--- config.mk ---
export PLATFORM = sky130hd
export DESIGN_NAME = bracket_pair_matcher_unit_flat
export DESIGN_NICKNAME = d
export VERILOG_FILES = /design/src/design/bpm_pkg.sv /design/src/design/bpm_in_if.sv /design/src/design/bpm_out_if.sv /design/src/design/bpm_stack.sv /design/src/design/bracket_pair_matcher_unit.sv /design/src/flat_wrapper.sv
export SDC_FILE = /design/constraint.sdc
export NUM_CORES = 1
export LEC_CHECK = 0
export ABC_AREA = 0
export BUFFER_PORTS_ARGS = -buffer_cell sky130_fd_sc_hd__buf_4
export CAP_MARGIN = 25
export CORE_MARGIN = 2
export CORE_UTILIZATION = 50
export DETAILED_ROUTE_END_ITERATION = 16
export GPL_ROUTABILITY_DRIVEN = 1
export MAX_ROUTING_LAYER = met4
export PLACE_DENSITY_LB_ADDON = 0.3
export SETUP_SLACK_MARGIN = 0.05
export SYNTH_ARGS = -nofsm -noshare
export SYNTH_HDL_FRONTEND = slang
export SYNTH_HIERARCHICAL = 1
export SYNTH_SLANG_ARGS = --single-unit
--- constraint.sdc ---
create_clock -name i_clk -period 11.25 [get_ports i_clk]
set_clock_uncertainty 0.15 [all_clocks]
set_input_delay 0.5625 -clock i_clk [delete_from_list [all_inputs] [get_ports i_clk]]
set_output_delay 0.5625 -clock i_clk [all_outputs]
set_load 0.05 [all_outputs]
--- src/design/bpm_pkg.sv ---
// ----------------------------------------------------------------------------
// bpm_pkg: shared types and constants of the bracket pair matcher
// Field widths, configuration register indexes and the stack control bundle.
// ----------------------------------------------------------------------------
package bpm_pkg;

    localparam int SYM_W      = 8;
    localparam int COL_OUT_W  = 10;
    localparam int CFG_IDX_W  = 2;
    localparam int CFG_DATA_W = 10;

    localparam logic [SYM_W-1:0] OPEN_SYMBOL_RST  = 8'd40;
    localparam logic [SYM_W-1:0] CLOSE_SYMBOL_RST = 8'd41;

    typedef enum logic [CFG_IDX_W-1:0] {
        CFG_RANGE_BEGIN  = 2'd0,
        CFG_RANGE_END    = 2'd1,
        CFG_OPEN_SYMBOL  = 2'd2,
        CFG_CLOSE_SYMBOL = 2'd3
    } t_cfg_idx;

    typedef struct packed {
        logic push;
        logic pop;
        logic clear;
    } t_stk_ctl;

endpackage

--- src/design/bpm_in_if.sv ---
// ----------------------------------------------------------------------------
// bpm_in_if: character channel
// One character item per transfer, valid/ready handshake.
// ----------------------------------------------------------------------------
interface bpm_in_if;
    logic                      valid;
    logic                      ready;
    logic [bpm_pkg::SYM_W-1:0] symbol;
    logic                      has_symbol;
    logic                      line_end;

    modport source (output valid, output symbol, output has_symbol, output line_end,
                    input ready);
    modport sink   (input valid, input symbol, input has_symbol, input line_end,
                    output ready);
endinterface

--- src/design/bpm_out_if.sv ---
// ----------------------------------------------------------------------------
// bpm_out_if: match result channel
// One result per line, valid/ready handshake.
// ----------------------------------------------------------------------------
interface bpm_out_if;
    logic                          valid;
    logic                          ready;
    logic                          found;
    logic [bpm_pkg::COL_OUT_W-1:0] open_col;
    logic [bpm_pkg::COL_OUT_W-1:0] close_col;
    logic                          around;
    logic                          overflow;

    modport source (output valid, output found, output open_col, output close_col,
                    output around, output overflow, input ready);
    modport sink   (input valid, input found, input open_col, input close_col,
                    input around, input overflow, output ready);
endinterface

--- src/design/bpm_stack.sv ---
// ----------------------------------------------------------------------------
// bpm_stack: open column stack
// Column memory with the top entry and the entry below it held in registers,
// so a push or a pop can follow every cycle.
// ----------------------------------------------------------------------------
module bpm_stack #(
    parameter int DEPTH = 64,
    parameter int COL_W = 10
) (
    input  logic              i_clk,
    input  logic              i_rst_n,
    input  bpm_pkg::t_stk_ctl i_ctl,
    input  logic [COL_W-1:0]  i_col,
    output logic [COL_W-1:0]  o_top,
    output logic              o_empty,
    output logic              o_full
);

    localparam int IW   = (DEPTH > 1) ? $clog2(DEPTH) : 1;
    localparam int CNTW = $clog2(DEPTH + 1);

    logic [COL_W-1:0] r_mem [DEPTH];
    logic [COL_W-1:0] r_top;
    logic [COL_W-1:0] r_below;
    logic [CNTW-1:0]  r_cnt;
    logic [CNTW-1:0]  n_cnt;
    logic [CNTW-1:0]  w_rd_sum;
    logic [IW-1:0]    w_rd_addr;

    always_comb begin
        n_cnt = r_cnt;
        if (i_ctl.clear) begin
            n_cnt = '0;
        end else if (i_ctl.push) begin
            n_cnt = r_cnt + CNTW'(1);
        end else if (i_ctl.pop) begin
            n_cnt = r_cnt - CNTW'(1);
        end
    end

    // prefetch the entry that sits below the next top
    assign w_rd_sum  = n_cnt - CNTW'(2);
    assign w_rd_addr = w_rd_sum[IW-1:0];

    always_ff @(posedge i_clk) begin
        if (i_ctl.push) begin
            r_mem[r_cnt[IW-1:0]] <= i_col;
        end
        r_below <= r_mem[w_rd_addr];
    end

    always_ff @(posedge i_clk) begin
        if (i_ctl.push) begin
            r_top <= i_col;
        end else if (i_ctl.pop) begin
            r_top <= r_below;
        end
    end

    always_ff @(posedge i_clk) begin
        if (!i_rst_n) begin
            r_cnt <= '0;
        end else begin
            r_cnt <= n_cnt;
        end
    end

    assign o_top   = r_top;
    assign o_empty = (r_cnt == '0);
    assign o_full  = (r_cnt == CNTW'(DEPTH));

`ifndef NO_ASSERTIONS
    a_cnt_bound: assert property (@(posedge i_clk) disable iff (!i_rst_n)
        r_cnt <= CNTW'(DEPTH))
        else $error("stack count beyond depth");
    a_no_pop_empty: assert property (@(posedge i_clk) disable iff (!i_rst_n)
        i_ctl.pop |-> !o_empty)
        else $error("pop on empty stack");
    a_no_push_full: assert property (@(posedge i_clk) disable iff (!i_rst_n)
        i_ctl.push |-> !o_full)
        else $error("push on full stack");
    a_push_top: assert property (@(posedge i_clk) disable iff (!i_rst_n)
        i_ctl.push |=> r_top == $past(i_col))
        else $error("top does not hold pushed column");
`endif

endmodule

--- src/design/bracket_pair_matcher_unit.sv ---
// ----------------------------------------------------------------------------
// bracket_pair_matcher_unit: bracket pair matcher for one text line
// Characters of a line come in on i_in, one per transfer, columns counted
// from 0; the item with line_end set closes the line and produces one
// result on o_out (found, open/close column, around, overflow).
// Items carry on a two-stage path: an input register, then the stack and
// best-pair update that loads the result register. One character per cycle
// is sustained except while a line end waits on an untaken result; the
// single stack update per character sets that figure, the prefetched entry
// under the top feeding the next pop. While a result waits on o_out,
// characters of the next line keep flowing; only a second line end stalls
// until the waiting result is taken. Configuration (range, bracket bytes) is
// written on i_cfg_* by the user only while idle; the block does not enforce it.
// Reset empties the stack, clears the line state and loads register defaults
// (range 0..0, brackets '(' and ')').
// ----------------------------------------------------------------------------
module bracket_pair_matcher_unit #(
    parameter int LINE_MAX    = 1024,
    parameter int STACK_DEPTH = 64
) (
    input  logic                           i_clk,
    input  logic                           i_rst_n,
    bpm_in_if.sink                         i_in,
    bpm_out_if.source                      o_out,
    input  logic                           i_cfg_we,
    input  logic [bpm_pkg::CFG_IDX_W-1:0]  i_cfg_idx,
    input  logic [bpm_pkg::CFG_DATA_W-1:0] i_cfg_data
);

    localparam int PW   = $clog2(LINE_MAX);
    localparam int CW   = $clog2(LINE_MAX + 1);
    localparam int OW   = bpm_pkg::COL_OUT_W;
    localparam int CMPW = (PW + 1 > OW + 1) ? PW + 1 : OW + 1;

    // configuration
    logic [OW-1:0]                r_range_begin;
    logic [OW-1:0]                r_range_end;
    logic [bpm_pkg::SYM_W-1:0]    r_open_sym;
    logic [bpm_pkg::SYM_W-1:0]    r_close_sym;

    // input stage
    logic                         r_in_valid;
    logic [bpm_pkg::SYM_W-1:0]    r_in_sym;
    logic                         r_in_has;
    logic                         r_in_end;

    // line state
    logic [CW-1:0]                r_col;
    logic [PW-1:0]                r_best_open;
    logic [PW-1:0]                r_best_close;
    logic                         r_best_valid;
    logic                         r_best_around;
    logic                         r_ovf;

    // result register
    logic                         r_out_valid;
    logic                         r_out_found;
    logic [OW-1:0]                r_out_open;
    logic [OW-1:0]                r_out_close;
    logic                         r_out_around;
    logic                         r_out_ovf;

    logic                         w_advance;
    logic                         w_in_ready;
    logic                         w_take;
    logic                         w_col_ok;
    logic [PW-1:0]                w_col;
    logic                         w_is_open;
    logic                         w_is_close;
    logic                         w_empty;
    logic                         w_full;
    logic [PW-1:0]                w_top;
    bpm_pkg::t_stk_ctl            w_stk;
    logic                         w_inner;
    logic                         w_whole;
    logic                         w_upd;
    logic [CW-1:0]                n_col;
    logic [PW-1:0]                n_best_open;
    logic [PW-1:0]                n_best_close;
    logic                         n_best_valid;
    logic                         n_best_around;
    logic                         n_ovf;

    // ---- configuration port ----
    always_ff @(posedge i_clk) begin
        if (!i_rst_n) begin
            r_range_begin <= '0;
            r_range_end   <= '0;
            r_open_sym    <= bpm_pkg::OPEN_SYMBOL_RST;
            r_close_sym   <= bpm_pkg::CLOSE_SYMBOL_RST;
        end else if (i_cfg_we) begin
            unique case (bpm_pkg::t_cfg_idx'(i_cfg_idx))
                bpm_pkg::CFG_RANGE_BEGIN:  r_range_begin <= i_cfg_data[OW-1:0];
                bpm_pkg::CFG_RANGE_END:    r_range_end   <= i_cfg_data[OW-1:0];
                bpm_pkg::CFG_OPEN_SYMBOL:  r_open_sym    <= i_cfg_data[bpm_pkg::SYM_W-1:0];
                bpm_pkg::CFG_CLOSE_SYMBOL: r_close_sym   <= i_cfg_data[bpm_pkg::SYM_W-1:0];
                default: ;
            endcase
        end
    end

    // ---- handshake ----
    // a line end may only advance when the result register is free or draining
    assign w_advance  = r_in_valid && (!r_in_end || !r_out_valid || o_out.ready);
    assign w_in_ready = !r_in_valid || w_advance;
    assign i_in.ready = w_in_ready;

    always_ff @(posedge i_clk) begin
        if (!i_rst_n) begin
            r_in_valid <= 1'b0;
        end else if (w_in_ready) begin
            r_in_valid <= i_in.valid;
        end
    end

    always_ff @(posedge i_clk) begin
        if (w_in_ready && i_in.valid) begin
            r_in_sym <= i_in.symbol;
            r_in_has <= i_in.has_symbol;
            r_in_end <= i_in.line_end;
        end
    end

    // ---- character decode and stack control ----
    assign w_take     = w_advance && r_in_has;
    assign w_col_ok   = (r_col < CW'(LINE_MAX));
    assign w_col      = r_col[PW-1:0];
    assign w_is_open  = (r_in_sym == r_open_sym);
    assign w_is_close = !w_is_open && (r_in_sym == r_close_sym);

    assign w_stk.push  = w_take && w_col_ok && w_is_open && !w_full;
    assign w_stk.pop   = w_take && w_col_ok && w_is_close && !w_empty;
    assign w_stk.clear = w_advance && r_in_end;

    bpm_stack #(
        .DEPTH (STACK_DEPTH),
        .COL_W (PW)
    ) u_stack (
        .i_clk   (i_clk),
        .i_rst_n (i_rst_n),
        .i_ctl   (w_stk),
        .i_col   (w_col),
        .o_top   (w_top),
        .o_empty (w_empty),
        .o_full  (w_full)
    );

    // ---- pair test against the range ----
    assign w_inner = (CMPW'(w_top) + CMPW'(1) == CMPW'(r_range_begin)) &&
                     (CMPW'(w_col) == CMPW'(r_range_end));
    assign w_whole = (CMPW'(w_top) == CMPW'(r_range_begin)) &&
                     (CMPW'(w_col) + CMPW'(1) == CMPW'(r_range_end));
    assign w_upd   = w_stk.pop && (w_inner || w_whole) &&
                     (!r_best_valid || w_top > r_best_open);

    always_comb begin
        n_col         = r_col;
        n_best_open   = r_best_open;
        n_best_close  = r_best_close;
        n_best_valid  = r_best_valid;
        n_best_around = r_best_around;
        n_ovf         = r_ovf;
        if (w_take) begin
            if (!w_col_ok) begin
                n_ovf = 1'b1;
            end else begin
                n_col = r_col + CW'(1);
                if (w_is_open && w_full) begin
                    n_ovf = 1'b1;
                end
            end
        end
        if (w_upd) begin
            n_best_open   = w_top;
            n_best_close  = w_col;
            n_best_valid  = 1'b1;
            n_best_around = w_whole;
        end
    end

    always_ff @(posedge i_clk) begin
        if (!i_rst_n || w_stk.clear) begin
            r_col         <= '0;
            r_best_open   <= '0;
            r_best_close  <= '0;
            r_best_valid  <= 1'b0;
            r_best_around <= 1'b0;
            r_ovf         <= 1'b0;
        end else begin
            r_col         <= n_col;
            r_best_open   <= n_best_open;
            r_best_close  <= n_best_close;
            r_best_valid  <= n_best_valid;
            r_best_around <= n_best_around;
            r_ovf         <= n_ovf;
        end
    end

    // ---- result register ----
    always_ff @(posedge i_clk) begin
        if (!i_rst_n) begin
            r_out_valid <= 1'b0;
        end else if (w_stk.clear) begin
            r_out_valid <= 1'b1;
        end else if (o_out.ready) begin
            r_out_valid <= 1'b0;
        end
    end

    always_ff @(posedge i_clk) begin
        if (w_stk.clear) begin
            r_out_found  <= n_best_valid;
            r_out_open   <= n_best_valid ? OW'(n_best_open) : '0;
            r_out_close  <= n_best_valid ? OW'(n_best_close) : '0;
            r_out_around <= n_best_valid && n_best_around;
            r_out_ovf    <= n_ovf;
        end
    end

    assign o_out.valid     = r_out_valid;
    assign o_out.found     = r_out_found;
    assign o_out.open_col  = r_out_open;
    assign o_out.close_col = r_out_close;
    assign o_out.around    = r_out_around;
    assign o_out.overflow  = r_out_ovf;

`ifndef NO_ASSERTIONS
    a_out_from_line_end: assert property (@(posedge i_clk) disable iff (!i_rst_n)
        $rose(r_out_valid) |-> $past(w_advance && r_in_end))
        else $error("result raised without a line end");
    a_no_overwrite: assert property (@(posedge i_clk) disable iff (!i_rst_n)
        (r_out_valid && !o_out.ready) |=> r_out_valid && $stable(r_out_open))
        else $error("waiting result lost or changed");
    a_col_bound: assert property (@(posedge i_clk) disable iff (!i_rst_n)
        r_col <= CW'(LINE_MAX))
        else $error("column counter beyond line limit");
    a_line_clear: assert property (@(posedge i_clk) disable iff (!i_rst_n)
        w_stk.clear |=> (r_col == '0) && !r_best_valid && !r_ovf)
        else $error("line state not cleared after line end");
`endif

endmodule
--- src/flat_wrapper.sv ---
// flat-port wrapper written by rule: the top's interface ports become plain ports
module bracket_pair_matcher_unit_flat 
#(
    parameter int LINE_MAX    = 1024,
    parameter int STACK_DEPTH = 64
)
  (i_clk, i_rst_n, i_cfg_we, i_cfg_idx, i_cfg_data, i_in_valid, i_in_symbol, i_in_has_symbol, i_in_line_end, i_in_ready, o_out_valid, o_out_found, o_out_open_col, o_out_close_col, o_out_around, o_out_overflow, o_out_ready);
  bpm_in_if i_in_i ();
  bpm_out_if o_out_i ();
  input  logic i_clk;
  input  logic i_rst_n;
  input  logic i_cfg_we;
  input  logic [bpm_pkg::CFG_IDX_W-1:0] i_cfg_idx;
  input  logic [bpm_pkg::CFG_DATA_W-1:0] i_cfg_data;
  input wire logic [$bits(i_in_i.valid)-1:0] i_in_valid;
  input wire logic [$bits(i_in_i.symbol)-1:0] i_in_symbol;
  input wire logic [$bits(i_in_i.has_symbol)-1:0] i_in_has_symbol;
  input wire logic [$bits(i_in_i.line_end)-1:0] i_in_line_end;
  output wire logic [$bits(i_in_i.ready)-1:0] i_in_ready;
  output wire logic [$bits(o_out_i.valid)-1:0] o_out_valid;
  output wire logic [$bits(o_out_i.found)-1:0] o_out_found;
  output wire logic [$bits(o_out_i.open_col)-1:0] o_out_open_col;
  output wire logic [$bits(o_out_i.close_col)-1:0] o_out_close_col;
  output wire logic [$bits(o_out_i.around)-1:0] o_out_around;
  output wire logic [$bits(o_out_i.overflow)-1:0] o_out_overflow;
  input wire logic [$bits(o_out_i.ready)-1:0] o_out_ready;
  assign i_in_i.valid = i_in_valid;
  assign i_in_i.symbol = i_in_symbol;
  assign i_in_i.has_symbol = i_in_has_symbol;
  assign i_in_i.line_end = i_in_line_end;
  assign i_in_ready = i_in_i.ready;
  assign o_out_valid = o_out_i.valid;
  assign o_out_found = o_out_i.found;
  assign o_out_open_col = o_out_i.open_col;
  assign o_out_close_col = o_out_i.close_col;
  assign o_out_around = o_out_i.around;
  assign o_out_overflow = o_out_i.overflow;
  assign o_out_i.ready = o_out_ready;
  bracket_pair_matcher_unit #(.LINE_MAX(LINE_MAX), .STACK_DEPTH(STACK_DEPTH)) u_core (.i_clk(i_clk), .i_rst_n(i_rst_n), .i_in(i_in_i), .o_out(o_out_i), .i_cfg_we(i_cfg_we), .i_cfg_idx(i_cfg_idx), .i_cfg_data(i_cfg_data));
endmodule
==> flow_metrics.py <==
metrics = {
    "power_and_ir_drop": {
        "design_power_total_mw": 5.53,
        "powerDensity_nw_per_um2": 153,
        "p_leak_nw": 14.3,
        "peakVddDrop_mv": 0.133,
    },
    "logic_synthesis": {
        "synth_ff_type": "edfxtp_1",
        "synth.most_common_cell": "edfxtp_1",
        "yosys_warnings": 6,
        "synth_edf_count": 683,
        "synthDistinctLibCells": 69,
        "synthTopCellsByArea": "edfxtp_1 63%, mux2i_1 17%, dfxtp_1 5.5%",
        "syn-num-nets": 2059,
        "yosys-top-cells-count": "683 x edfxtp_1, 550 x mux2i_1, 108 x nand2_1",
        "synthCells": 2016,
        "avgSynthCellArea_um2": 16.1,
        "synth_top_area_share": 0.630,
        "ys_seq_area_frac": 0.685,
        "synth_largest_area_cell": "edfxtp_1",
        "synth-seq-cells": 772,
        "ys_async_sr_fraction": 0,
        "syn_area_um2": 32600,
    },
    "timing": {
        "period_minus_slack_ns": 6.70,
        "finalHoldViolations": 0,
        "report.final.slew_viol_count": 0,
        "setup-tns-final_ns": 0,
        "max-slew-margin-rel": 0.162,
        "setup_violations": 0,
        "final.hold.worst_slack_ns": 0.0565,
        "grt_setup_unrepaired": "false",
        "final.period_utilization": 0.595,
        "worst_pin_slew_ns": 1.26,
        "timing.fmax_mhz": 149,
    },
    "placement": {
        "dp_hpwl_mm": 43.9,
        "post-place-cells": 2838,
        "gp_congestion": 0.870,
        "place_area_um2": 33800,
        "port_buffers": 51,
    },
    "detailed_routing": {
        "avgViaCountPerCell": 5.86,
        "post_drt_wl_per_cell_um": 24.5,
        "drtPass1Iterations": 5,
        "drt-total-wl_mm": 73.3,
        "drcViolationCount": 0,
        "num_vias": 17600,
        "ant_nets": 0,
        "drt_iter0_drc": 1586,
    },
    "min_path": {
        "holdCritPathClass": "primary input to flop",
    },
    "critical_path": {
        "cp.required_ns": 11.59,
        "arrival_ns": 7.03,
        "start_kind": "flop",
        "crit_fanout": 58,
        "crit_path_end_kind": "flop",
        "critical_path_class": "flop to flop",
    },
    "cells_and_area": {
        "finalNetCount": 2121,
        "fillers": 4976,
        "largest_reg_flops": 640,
        "area_delta_synth_final_pct": 11.3,
        "drive_gt1_frac": 0.124,
        "seq_area_um2": 22300,
        "n_antenna_cell": 0,
        "multi_input_area_um2": 9680,
        "finish.instance_area_um2": 36200,
        "fin_cells": 2995,
    },
    "die": {
        "design.core.area_um2": 64500,
        "die_h_um": 259,
        "die_x_um": 259,
        "dieArea_um2": 67200,
        "io_pins": 52,
        "start_util": 0.505,
        "rows": 93,
    },
    "run": {
        "drv_cap": 0,
    },
    "global_routing": {
        "antenna_found_initial": 0,
        "grt_pass1_vias": 16900,
        "grt_max_degree": 152,
        "grt_overflow": 0,
        "gr-usage-all-layers": 0.225,
        "grt_pass1_wl_mm": 109,
    },
    "clock_tree": {
        "cts_repair_resize_count": 0,
        "clkTransAtPathRegs_ns": 0.06,
        "clkLatencyLatePin_ns": 0.63,
        "htreeDepth": 3,
        "root_buffer": "clkbuf_16",
        "cts.path.max_buffers": 3,
        "cts_setup_buffers": 0,
        "clock-sinks": 772,
        "cts-hold-fix-buffers": 10,
        "cts_tree": "done",
        "cts_buffers": 77,
    },
    "run_status": {
        "status": "complete, no violations",
    },
}
[power by group]
group          leakage (nW)  internal, mW  switching, mW  total (mW)
clock                  1.12          1.33           1.03        2.36
combinational          5.49        0.0280         0.0474      0.0754
sequential             7.65          3.09        0.00708        3.09
total                  14.3          4.44           1.08        5.53
[path summary, 6_finish.rpt]
kind	start	endpoint	slack, ns	cells past startpoint
setup / recovery	u_core/u_stack/r_cnt[3]$_SDFF_PN0_	u_core/u_stack/r_below[4]$_DFF_P_	4.55	12
hold / removal	i_cfg_data[8]	u_core/r_range_end[8]$_SDFFE_PN0P_	0.06	3
setup reg to reg	u_core/u_stack/r_cnt[3]$_SDFF_PN0_	u_core/u_stack/r_below[4]$_DFF_P_	4.55	12
hold reg to reg	u_core/r_best_around$_SDFF_PP0_	u_core/r_best_around$_SDFF_PP0_	0.31	2
[critical path, stage by stage, from the launching register on]
cell     delay (ns)
dfxtp_1        0.47
or3_1          0.62
nor4b_1        0.60
nor2_2         0.36
a211o_1        0.35
a21oi_4        0.16
buf_4          0.81
buf_4          0.91
buf_4          0.81
mux2i_1        0.19
mux4_2         0.54
mux2i_1        0.28
mux2i_1        0.12
[logic make-up (layout without fill, tap and decap cells)]
kind of cell | count (synthesis) | in the layout | synth area share
AND/OR/NAND/NOR | 346 | 346 | 0.0521
XOR/XNOR | 58 | 58 | 0.0156
AO/OA/AOI/OAI | 90 | 90 | 0.0215
adder cells (fa/ha/maj) | 16 | 16 | 0.00615
multiplexers | 600 | 600 | 0.200
flip-flops | 772 | 772 | 0.685
buffers and inverters | 134 | 258 | 0.0197
[layer usage]
layer  vias to the layer above  routed length (um)  global-route usage
met5                         -                   0                   -
met2                       569               35500               0.353
met1                      8988               31600               0.303
met3                       129                4310              0.0381
met4                         0                1990              0.0670
li1                       7872                   -                   -
[layout by cell type, fill, tap and decap left out, types with 6 or more instances in the layout]
master / count
mux2i_1: 550
nor2_1: 94
nand3b_1: 6
o21ai_0: 6
dlygate4sd3_1: 10
buf_4: 79
edfxtp_1: 683
a21oi_1: 6
nor4_1: 14
dfxtp_2: 10
a22o_1: 21
nand2_1: 108
ha_1: 15
nand3_1: 20
xnor2_1: 29
nor2b_1: 21
mux4_2: 40
dfxtp_1: 79
mux2_2: 10
clkbuf_1: 33
nand4_1: 22
a21boi_0: 16
inv_1: 22
clkinv_2: 6
nor3_1: 11
clkinv_1: 13
or3_1: 7
clkbuf_16: 79
xor2_1: 28
[per-stage QoR]
stage	util	setup WS (ns)
global route	0.562	4.19
CTS	0.561	4.63
global placement	0.523	4.72
finish	0.562	4.55
floorplan	-	6.11
detailed placement	0.524	4.56
[cell type report]
cell class                 instances  share of cell area
clock buffer                     116              0.0595
clock inverter                    25             0.00401
inverter                          22             0.00228
multi-input combinational       1110               0.267
sequential                       772               0.616
tap                              855              0.0295
timing repair buffer              95              0.0220
Note: power is estimated with default switching activity, not from simulation.
